==> config.mk <==
export PLATFORM = sky130hd
export DESIGN_NAME = serial_frame_deframer
export DESIGN_NICKNAME = d
export VERILOG_FILES = /design/src/sfd_pkg.sv /design/src/sfd_cfg_regs.sv /design/src/sfd_in_stage.sv /design/src/sfd_core.sv /design/src/serial_frame_deframer.sv
export SDC_FILE = /design/constraint.sdc
export NUM_CORES = 1
export LEC_CHECK = 0
export ABC_CLOCK_PERIOD_IN_PS = 11800
export BUFFER_PORTS_ARGS = -buffer_cell sky130_fd_sc_hd__buf_2
export CAP_MARGIN = 20
export CORE_MARGIN = 2
export CORE_UTILIZATION = 50
export CTS_CLUSTER_SIZE = 28
export DETAILED_ROUTE_END_ITERATION = 16
export PLACE_DENSITY = 0.76
export SLEW_MARGIN = 20
export SYNTH_ARGS = -nofsm -noshare
export SYNTH_HDL_FRONTEND = slang
export SYNTH_SLANG_ARGS = --single-unit
==> constraint.sdc <==
create_clock -name aclk -period 11.8 [get_ports aclk]
set_input_delay 1.77 -clock aclk [delete_from_list [all_inputs] [get_ports aclk]]
set_output_delay 1.77 -clock aclk [all_outputs]
set_load 0.1 [all_outputs]
==> src/sfd_pkg.sv <==
// Shared types and constants of the serial frame deframer.
// Used by every module under src; depends on nothing.
package sfd_pkg;

    localparam logic [15:0] MIN_FRAME_LENGTH = 16'd6;
    localparam logic [15:0] PAYLOAD_START    = 16'd5;
    localparam logic [15:0] MAX_LENGTH_RESET = 16'd261;
    localparam logic [7:0]  HEADER_RESET     = 8'd0;
    localparam logic [7:0]  FOOTER_RESET     = 8'd0;

    localparam logic [1:0] CFG_HEADER_VALUE     = 2'd0;
    localparam logic [1:0] CFG_FOOTER_VALUE     = 2'd1;
    localparam logic [1:0] CFG_MAX_FRAME_LENGTH = 2'd2;

    typedef enum logic [2:0] {
        PH_HEADER  = 3'd0,
        PH_LEN_HI  = 3'd1,
        PH_LEN_LO  = 3'd2,
        PH_ID      = 3'd3,
        PH_CMD     = 3'd4,
        PH_PAYLOAD = 3'd5,
        PH_FOOTER  = 3'd6
    } phase_t;

    typedef enum logic [2:0] {
        ST_PAYLOAD    = 3'd0,
        ST_RECEIVED   = 3'd1,
        ST_BAD_HEADER = 3'd2,
        ST_BAD_SIZE   = 3'd3,
        ST_BAD_FOOTER = 3'd4,
        ST_TIMEOUT    = 3'd5
    } status_t;

    typedef struct packed {
        logic [7:0]  header_value;
        logic [7:0]  footer_value;
        logic [15:0] max_frame_length;
    } cfg_t;

    typedef struct packed {
        logic [7:0] rx_byte;
        logic       read_timeout;
    } in_item_t;

    typedef struct packed {
        status_t     status;
        logic [7:0]  frame_id;
        logic [7:0]  frame_command;
        logic [7:0]  payload_byte;
        logic [15:0] payload_index;
        logic        frame_end;
    } result_t;

endpackage

==> src/sfd_cfg_regs.sv <==
// Configuration register file of the serial frame deframer.
// Depends on sfd_pkg for the register indexes and the cfg_t type.
module sfd_cfg_regs (
    input  logic            aclk,
    input  logic            aresetn,
    input  logic            wr_en,
    input  logic [1:0]      wr_index,
    input  logic [15:0]     wr_data,
    output sfd_pkg::cfg_t   cfg
);
    import sfd_pkg::*;

    cfg_t cfg_reg;
    cfg_t cfg_next;

    always_comb begin
        cfg_next = cfg_reg;
        if (wr_en) begin
            case (wr_index)
                CFG_HEADER_VALUE:     cfg_next.header_value = wr_data[7:0];
                CFG_FOOTER_VALUE:     cfg_next.footer_value = wr_data[7:0];
                CFG_MAX_FRAME_LENGTH: cfg_next.max_frame_length = wr_data;
                default:              cfg_next = cfg_reg;
            endcase
        end
    end

    always_ff @(posedge aclk) begin
        if (!aresetn) begin
            cfg_reg.header_value     <= HEADER_RESET;
            cfg_reg.footer_value     <= FOOTER_RESET;
            cfg_reg.max_frame_length <= MAX_LENGTH_RESET;
        end else begin
            cfg_reg <= cfg_next;
        end
    end

    assign cfg = cfg_reg;

endmodule

==> src/sfd_in_stage.sv <==
// Input register stage of the serial frame deframer.
// Holds one accepted item until the core takes it; depends on sfd_pkg.
module sfd_in_stage (
    input  logic              aclk,
    input  logic              aresetn,
    input  logic              in_valid,
    output logic              in_ready,
    input  sfd_pkg::in_item_t in_item,
    output logic              out_valid,
    input  logic              out_take,
    output sfd_pkg::in_item_t out_item
);
    import sfd_pkg::*;

    logic     valid_reg;
    logic     valid_next;
    in_item_t item_reg;

    assign in_ready = !valid_reg || out_take;

    always_comb begin
        valid_next = valid_reg;
        if (in_ready) begin
            valid_next = in_valid;
        end
    end

    always_ff @(posedge aclk) begin
        if (!aresetn) begin
            valid_reg <= 1'b0;
        end else begin
            valid_reg <= valid_next;
        end
    end

    always_ff @(posedge aclk) begin
        if (in_ready && in_valid) begin
            item_reg <= in_item;
        end
    end

    assign out_valid = valid_reg;
    assign out_item  = item_reg;

endmodule

==> src/sfd_core.sv <==
// Frame parser and result register of the serial frame deframer.
// Depends on sfd_pkg for the phase, status, item and result types.
module sfd_core (
    input  logic              aclk,
    input  logic              aresetn,
    input  sfd_pkg::cfg_t     cfg,
    input  logic              item_valid,
    output logic              item_take,
    input  sfd_pkg::in_item_t item,
    output logic              res_valid,
    input  logic              res_ready,
    output sfd_pkg::result_t  res
);
    import sfd_pkg::*;

    phase_t      phase_reg,     phase_next;
    logic [15:0] pos_reg,       pos_next;
    logic [15:0] len_reg,       len_next;
    logic [7:0]  header_reg,    header_next;
    logic [7:0]  id_reg,        id_next;
    logic [7:0]  cmd_reg,       cmd_next;
    logic        out_valid_reg, out_valid_next;
    result_t     out_reg;

    logic        consume;
    logic        emit;
    logic        finish;
    result_t     result;
    logic [15:0] full_len;
    logic [16:0] pos_plus_two;

    assign item_take    = !out_valid_reg || res_ready;
    assign consume      = item_valid && item_take;
    assign full_len     = {len_reg[15:8], item.rx_byte};
    assign pos_plus_two = {1'b0, pos_reg} + 17'd2;

    always_comb begin
        phase_next  = phase_reg;
        pos_next    = pos_reg;
        len_next    = len_reg;
        header_next = header_reg;
        id_next     = id_reg;
        cmd_next    = cmd_reg;
        emit        = 1'b0;
        finish      = 1'b0;
        result.status        = ST_PAYLOAD;
        result.frame_id      = id_reg;
        result.frame_command = cmd_reg;
        result.payload_byte  = 8'd0;
        result.payload_index = 16'd0;
        result.frame_end     = 1'b0;

        if (item.read_timeout) begin
            finish        = 1'b1;
            result.status = ST_TIMEOUT;
        end else begin
            pos_next = pos_reg + 16'd1;
            case (phase_reg)
                PH_HEADER: begin
                    header_next = item.rx_byte;
                    phase_next  = PH_LEN_HI;
                end
                PH_LEN_HI: begin
                    len_next   = {item.rx_byte, 8'd0};
                    phase_next = PH_LEN_LO;
                end
                PH_LEN_LO: begin
                    len_next = full_len;
                    if (header_reg != cfg.header_value) begin
                        finish        = 1'b1;
                        result.status = ST_BAD_HEADER;
                    end else if (full_len < MIN_FRAME_LENGTH
                                 || full_len > cfg.max_frame_length) begin
                        finish        = 1'b1;
                        result.status = ST_BAD_SIZE;
                    end else begin
                        phase_next = PH_ID;
                    end
                end
                PH_ID: begin
                    id_next    = item.rx_byte;
                    phase_next = PH_CMD;
                end
                PH_CMD: begin
                    cmd_next   = item.rx_byte;
                    phase_next = (len_reg == MIN_FRAME_LENGTH) ? PH_FOOTER : PH_PAYLOAD;
                end
                PH_PAYLOAD: begin
                    emit                 = 1'b1;
                    result.payload_byte  = item.rx_byte;
                    result.payload_index = pos_reg - PAYLOAD_START;
                    if (pos_plus_two >= {1'b0, len_reg}) begin
                        phase_next = PH_FOOTER;
                    end
                end
                PH_FOOTER: begin
                    finish        = 1'b1;
                    result.status = (item.rx_byte == cfg.footer_value) ?
                                    ST_RECEIVED : ST_BAD_FOOTER;
                end
                default: begin
                    phase_next  = PH_HEADER;
                    pos_next    = 16'd0;
                    len_next    = 16'd0;
                    header_next = 8'd0;
                    id_next     = 8'd0;
                    cmd_next    = 8'd0;
                end
            endcase
        end

        if (finish) begin
            emit             = 1'b1;
            result.frame_end = 1'b1;
            phase_next       = PH_HEADER;
            pos_next         = 16'd0;
            len_next         = 16'd0;
            header_next      = 8'd0;
            id_next          = 8'd0;
            cmd_next         = 8'd0;
        end

        out_valid_next = out_valid_reg;
        if (item_take) begin
            out_valid_next = item_valid && emit;
        end
    end

    always_ff @(posedge aclk) begin
        if (!aresetn) begin
            phase_reg     <= PH_HEADER;
            pos_reg       <= 16'd0;
            len_reg       <= 16'd0;
            header_reg    <= 8'd0;
            id_reg        <= 8'd0;
            cmd_reg       <= 8'd0;
            out_valid_reg <= 1'b0;
        end else begin
            out_valid_reg <= out_valid_next;
            if (consume) begin
                phase_reg  <= phase_next;
                pos_reg    <= pos_next;
                len_reg    <= len_next;
                header_reg <= header_next;
                id_reg     <= id_next;
                cmd_reg    <= cmd_next;
            end
        end
    end

    always_ff @(posedge aclk) begin
        if (consume && emit) begin
            out_reg <= result;
        end
    end

    assign res_valid = out_valid_reg;
    assign res       = out_reg;

    // Only payload items leave a frame open; every other status closes it.
    a_payload_not_end: assert property (@(posedge aclk) disable iff (!aresetn)
        out_valid_reg |-> ((out_reg.status == ST_PAYLOAD) != out_reg.frame_end))
        else $error("frame_end does not match status");

    a_finish_clears: assert property (@(posedge aclk) disable iff (!aresetn)
        (consume && finish) |=> (phase_reg == PH_HEADER && pos_reg == 16'd0
                                 && id_reg == 8'd0 && cmd_reg == 8'd0))
        else $error("frame state not cleared after a final result");

    a_payload_len: assert property (@(posedge aclk) disable iff (!aresetn)
        (phase_reg == PH_PAYLOAD) |-> (len_reg > MIN_FRAME_LENGTH))
        else $error("payload phase entered with a frame that has no payload");

    a_stall_holds: assert property (@(posedge aclk) disable iff (!aresetn)
        (out_valid_reg && !res_ready) |=> (out_valid_reg && $stable(out_reg)))
        else $error("result register changed while stalled");

    a_no_emit_without_item: assert property (@(posedge aclk) disable iff (!aresetn)
        (!out_valid_reg && !item_valid) |=> !out_valid_reg)
        else $error("result appeared without an item");

endmodule

==> src/serial_frame_deframer.sv <==
// Top level of the serial frame deframer: configuration registers, input
// register stage and frame parser. Depends on sfd_pkg and the sfd_ modules.
//
// Usage: received bytes enter on the s_ channel, one item per byte, with
// s_tuser high when the wait for a byte expired. Results leave on the m_
// channel: payload bytes as they arrive, tagged with the frame id and
// command, and one final status per frame (received, bad header, bad size,
// bad footer, timeout) marked by m_tlast. Header, length, id and command
// bytes give no result, save a bad header or bad size on the low length
// byte. A consumer drops the payload of a frame whose final status is bad
// footer. The cfg channel writes header_value (index 0), footer_value (index
// 1) and max_frame_length (index 2) and is always ready; other indexes are
// ignored. Write it only while no frame item is in flight. One item is
// accepted every cycle while the receiver does not stall; the rate is set by
// the single parser stage between the input register and the result
// register. When the receiver stalls, the result register holds and s_tready
// falls once the input register is full. Reset clears the frame state,
// empties both registers and loads the register defaults (max length 261).
module serial_frame_deframer (
    input  logic        aclk,
    input  logic        aresetn,
    input  logic        s_tvalid,
    output logic        s_tready,
    input  logic [7:0]  s_tdata,   // [7:0] rx_byte
    input  logic        s_tuser,   // [0] read_timeout
    output logic        m_tvalid,
    input  logic        m_tready,
    output logic [39:0] m_tdata,   // [7:0] frame_id, [15:8] frame_command,
                                   // [23:16] payload_byte, [39:24] payload_index
    output logic [2:0]  m_tuser,   // [2:0] status
    output logic        m_tlast,   // frame_end
    input  logic        cfg_valid,
    output logic        cfg_ready,
    input  logic [1:0]  cfg_index,
    input  logic [15:0] cfg_data
);
    import sfd_pkg::*;

    cfg_t     cfg;
    in_item_t s_item;
    in_item_t core_item;
    logic     core_valid;
    logic     core_take;
    result_t  res;

    assign cfg_ready           = 1'b1;
    assign s_item.rx_byte      = s_tdata;
    assign s_item.read_timeout = s_tuser;

    sfd_cfg_regs u_cfg (
        .aclk     (aclk),
        .aresetn  (aresetn),
        .wr_en    (cfg_valid && cfg_ready),
        .wr_index (cfg_index),
        .wr_data  (cfg_data),
        .cfg      (cfg)
    );

    sfd_in_stage u_in (
        .aclk      (aclk),
        .aresetn   (aresetn),
        .in_valid  (s_tvalid),
        .in_ready  (s_tready),
        .in_item   (s_item),
        .out_valid (core_valid),
        .out_take  (core_take),
        .out_item  (core_item)
    );

    sfd_core u_core (
        .aclk       (aclk),
        .aresetn    (aresetn),
        .cfg        (cfg),
        .item_valid (core_valid),
        .item_take  (core_take),
        .item       (core_item),
        .res_valid  (m_tvalid),
        .res_ready  (m_tready),
        .res        (res)
    );

    assign m_tdata = {res.payload_index, res.payload_byte, res.frame_command, res.frame_id};
    assign m_tuser = res.status;
    assign m_tlast = res.frame_end;

endmodule
Yosys cells after proc, flatten, opt, wreduce, memory -nomap -nowiden. Index checks and enable logic that the tools add are counted.

Register bits after elaboration: 146. Input bits: 32. Output and inout bits: 47. Word-level logic and storage cells: 109.

Add/sub/neg operators: 3. Order comparisons: 3. Eq/ne operators: 21. Muxes and demuxes: 34. Bitwise logic cells: 1. Reductions and logical operators: 27.

Operators by type and width (number): $mux W16 (5); $mux W8 (6); $pmux W16 S3 (1); $pmux W8 S2 (3); $mux W3 (7); $pmux W3 S7 (1); $reduce_or A6 Y1 (3); $add A16 B2 Y17 const B (1); $ge A17 B16 Y1 (1); $add A16 B1 Y16 const B (1); $eq A16 B3 Y1 const B (1); $gt A16 B16 Y1 (1); $lt A16 B3 Y1 const B (1); $sub A16 B3 Y16 const B (1); $ne A2 B1 Y1 const B (6); $reduce_and A3 Y1 (4); $eq A3 B3 Y1 const B (3); $eq A8 B8 Y1 (1); $ne A8 B8 Y1 (1); $reduce_and A2 Y1 (4); $mux W1 (7); $reduce_or A7 Y1 (1); $eq A3 B2 Y1 const B (2); $ne A3 B2 Y1 const B (2); other kinds (18) (25).

Logic depth before layout (Yosys ltp).
Word-level depth: 8. Gate-level depth with buffers: 14. Gate-level depth less buffers: 14.

By module. A second synthesis with hierarchy kept.

Cell total of the unflattened synthesis: 733. Area, all modules: 7201.9 um2.

Modules (own cells, without submodules): sfd_core (instances 1, cells each 591, area each 5631.7 um2, seq. area each 2522.4 um2); sfd_cfg_regs (instances 1, cells each 126, area each 1231.2 um2, seq. area each 640.6 um2); sfd_in_stage (instances 1, cells each 14, area each 327.8 um2, seq. area each 290.3 um2); serial_frame_deframer (instances 1, cells each 2, area each 11.3 um2, seq. area each 0.0 um2).

Worst setup path before layout. No wires, ideal clock.

Path kind: input-to-reg. Start point: in m_tready. End point: reg u_core.out_reg (netlist bit u_core.res[0]) (enable). Setup time: 0.460 ns. Arrival time: 4.612 ns. Data required time: 11.340 ns. Slack: 6.728 ns. Cell stages on the path: 5. Buffers on the path: 2. Cells stage by stage: nand2b_1 nand2_1 clkbuf_1 clkbuf_1 a21oi_1.

Word-level cells in the longest chain between the ends: 3.

RTL lines: start: declaration (RTL line serial_frame_deframer.sv:27) `input logic m_tready,`; $logic_or A1 B1 Y1 (RTL line sfd_core.sv:32) `assign item_take = !out_valid_reg || res_ready;`; $logic_and A1 B1 Y1 (RTL line sfd_core.sv:33) `assign consume = item_valid && item_take;`; $logic_and A1 B1 Y1 (RTL line sfd_core.sv:152) `if (consume && emit) begin`; end signal: assignment (RTL line sfd_core.sv:153) `out_reg <= result;`; end: declaration (RTL line sfd_core.sv:23) `result_t out_reg;`.

Every way passes these cells. A chain may end at the register's enable or synchronous reset.

Worst setup path after layout.
Start point: in m_tready. End point: out s_tready.

Word-level cells in the longest chain between the ends: 2.

RTL lines: $logic_or A1 B1 Y1 (RTL line sfd_core.sv:32); $logic_or A1 B1 Y1 (RTL line sfd_in_stage.sv:19) `assign in_ready = !valid_reg || out_take;`; end: declaration (RTL line serial_frame_deframer.sv:23) `output logic s_tready,`.

Every way passes these cells.

==> impl_results.md <==
* Status: finished clean
* Final Max Slew Viols at 0
* Crit path DAT at 2440 ps
* Via count at 6125
* CTS root buf: clkbuf_16
* CP Cell Sequence: buf_2, nor2b_1, nand2_1, buf_2
* Starting DRC count in detailed routing at 555
* Slowest CP cell: buf_2
* WL/cell at 17.28 um
* Measured slew at the worst slew-check pin at 805.6 ps
* Num CTS Buffers at 17
* Leading cell type in the layout, fill and taps excluded: nand2_1
* Antenna fix cells at 0
* Leak pwr at 3.319 nW
* Final period util at 35.68%
* First-pass GRT wire length at 29320 um
* Maximum clock frequency at 0.2375 GHz
* Core ar. at 14480 um^2
* Largest net degree at the start of global routing at 67
* Sequential fraction of the synthesis area at 46.64%
* Top delay family on crit path: buffers and inverters
* Clock Skew at 9.230 ps
* Final Setup Violations at 0
* Max Cap Viol at 0
* Nets at 921
* GRT Total Usage at 23.49%
* Vias in the first global route at 5710
* CP max FO at 3
* Clk buf depth at 2
* Final Hold Fails at 0
* Post-synth EDFFs at 53
* Congestion Overflow GR at 0
* Worst path max stage delay at 300 ps
* Main synth FF type: dfxtp_1
* Async SR Flop Fraction at 0%
* Flops & latches, synth at 146
* Post-Route WL at 18140 um
* Period minus WS final at 4211 ps
* Residual DRC count at 0
* Worst EP required at 10030 ps
* Synth Warn # at 0
* Post-synthesis cell area at 7405 um^2
* Max FFs per register at 44
* Post-synthesis cell count at 804
* Worst vdd ir at 0.1145 mV
* RSZ-0062 raised after global routing: no
* Hold Crit Class: flop to flop
* CTS tree: built
* Syn-to-layout area delta at 14.55%
* CTS Sinks at 146
* Syn Nets at 872
* FP Rows at 44
* DR pass1 iterations at 5
* Pwr/cell area at 145.2 nW/um^2
* Layout cells sized above 1 at 15.94%
* IO Pins at 79
* Die H at 125.7 um
* Crit path kind: primary input to output port
* Fill cell count at 1262
* Pre-CTS setup slack at 7581 ps
* Setup bufs post-CTS at 0
* Hold-fix buffers, CTS at 0
* Worst Setup End Kind: output port
* Initial Utilization at 51.14%
* Htree depth at 4
* Die ar. at 15800 um^2
* Setup TNS at 0 ps
* Max-slew headroom at 46.29%
* GPL Wtd Cong at 0.9263
* Latest clock arrival within the worst-skew pair at 430 ps
* Initial antenna violation count at 0
* Vias per inst at 5.833
* Die width at 125.7 um
* Setup WS post-layout at 7589 ps
* Distinct cells, synth at 57
* Dpl hpwl at 12250 um
* Placed insts at 1017
* Clock Pin Slew Worst Setup and Hold Paths at 60 ps
* Non-filler instance count after layout at 1050
* Detail Route Antenna Nets at 0
* I/O Buffers at 77
* Worst setup SP type: primary input
* Most frequent cells in the layout: nand2_1 (109), dfxtp_1 (93), buf_2 (78)
* CP dominant cell by count: buf_2
* Synth Area per Inst at 9.210 um^2
* Post-cts resize count at 0
* CP Buf/Inv Count at 2
cells in the mapped netlist (5+ instances only):
| cell | instances | share of area (%) |
|---|---|---|
| o21ai_0 | 26 | 1.8 |
| nor3_1 | 11 | 0.74 |
| buf_1 | 7 | 0.35 |
| xnor2_1 | 25 | 3.0 |
| mux2i_1 | 17 | 2.3 |
| a221oi_2 | 8 | 1.6 |
| xor2_1 | 20 | 2.4 |
| nand2b_1 | 5 | 0.42 |
| clkbuf_1 | 33 | 1.7 |
| a21oi_1 | 70 | 4.7 |
| edfxtp_1 | 53 | 21 |
| nand3_1 | 31 | 2.1 |
| and4_1 | 5 | 0.59 |
| ha_1 | 36 | 6.1 |
| and2_1 | 9 | 0.76 |
| dfxtp_1 | 93 | 25 |
| buf_2 | 12 | 0.81 |
| nor2_1 | 72 | 3.6 |
| nand2_1 | 109 | 5.5 |
| a22o_1 | 8 | 0.95 |
| inv_1 | 42 | 2.1 |
| o31ai_1 | 9 | 0.91 |
| nand4_1 | 16 | 1.4 |
| o211ai_1 | 13 | 1.3 |
| a31oi_1 | 6 | 0.51 |
| nor4_1 | 12 | 1.0 |
kinds of logic (layout without fill, tap and decap cells):
family          after synthesis  after routing  synth area share [%]
simple gates                296            296                 18.77
compound gates              168            168                 15.77
flops                       146            146                 46.64
buf+inv                      95            157                 5.069
xor+xnor                     45             45                 5.323
fa+ha+maj                    36             36                 6.083
mux                          17             17                 2.298
other cells                   1              1               0.05064
worst register-to-register path, stage by stage, from the launching register on:
cell	delay, ps
dfxtp_1	530
ha_1	340
nand3_1	160
nor3_1	560
and4_1	330
nand2_1	80
xnor2_1	150
ha_1	310
o21a_1	120
o21ai_0	90
a31oi_1	160
o21ai_0	110
a31oi_1	390
mux2i_1	240
a21oi_1	80
area by class of cell:
type	instances	area, um^2	share of cell area, %
multi-input cells	563	3587	42.29
clock inverters	13	171.4	2.021
clock buffers	19	454.2	5.355
flip-flops and latches	146	3453	40.71
well taps	184	230.2	2.714
inverters	42	157.7	1.859
repair buffers	83	427.9	5.045
where the power goes:
part | leakage (nW) | switching, W | internal (W)
clock | 0.300 | 0.000220 | 0.000348
sequential | 1.25 | 0.0000144 | 0.000532
combinational | 1.77 | 0.0000865 | 0.0000298
per-stage QoR:
step / util (%) / hold WS [ps] / instance area [um^2] / power [W]
finish: 58.58 / 432.2 / 8482 / 0.001231
floorplan: - / 401.9 / 7405 / 0.0006419
global placement: 54.23 / 412.6 / 7851 / 0.0006704
detailed placement: 54.23 / 412.3 / 7851 / 0.0006721
CTS: 58.55 / 427.3 / 8477 / 0.001239
global route: 58.58 / 437.7 / 8482 / 0.001274
per-layer routing:
| metal | up-vias | track usage [%] | wire, um |
|---|---|---|---|
| li1 | 2942 | - | - |
| met1 | 2897 | 30.89 | 7959 |
| met2 | 255 | 37.58 | 8451 |
| met3 | 31 | 6.287 | 1374 |
| met4 | 0 | 8.301 | 358 |
| met5 | - | 0 | 0 |
path summary, 6_finish.rpt:
kind | from | to | slack (ps) | cells after the start
max | m_tready | s_tready | 7590 | 4
min reg2reg | u_core.cmd_reg[1] | u_core.res[26] | 430 | 0
min | u_core.cmd_reg[1] | u_core.res[26] | 430 | 0
max reg2reg | u_core.pos_reg[2] | u_core.phase_reg[1] | 7980 | 14
(Power assumes the default switching activity.)
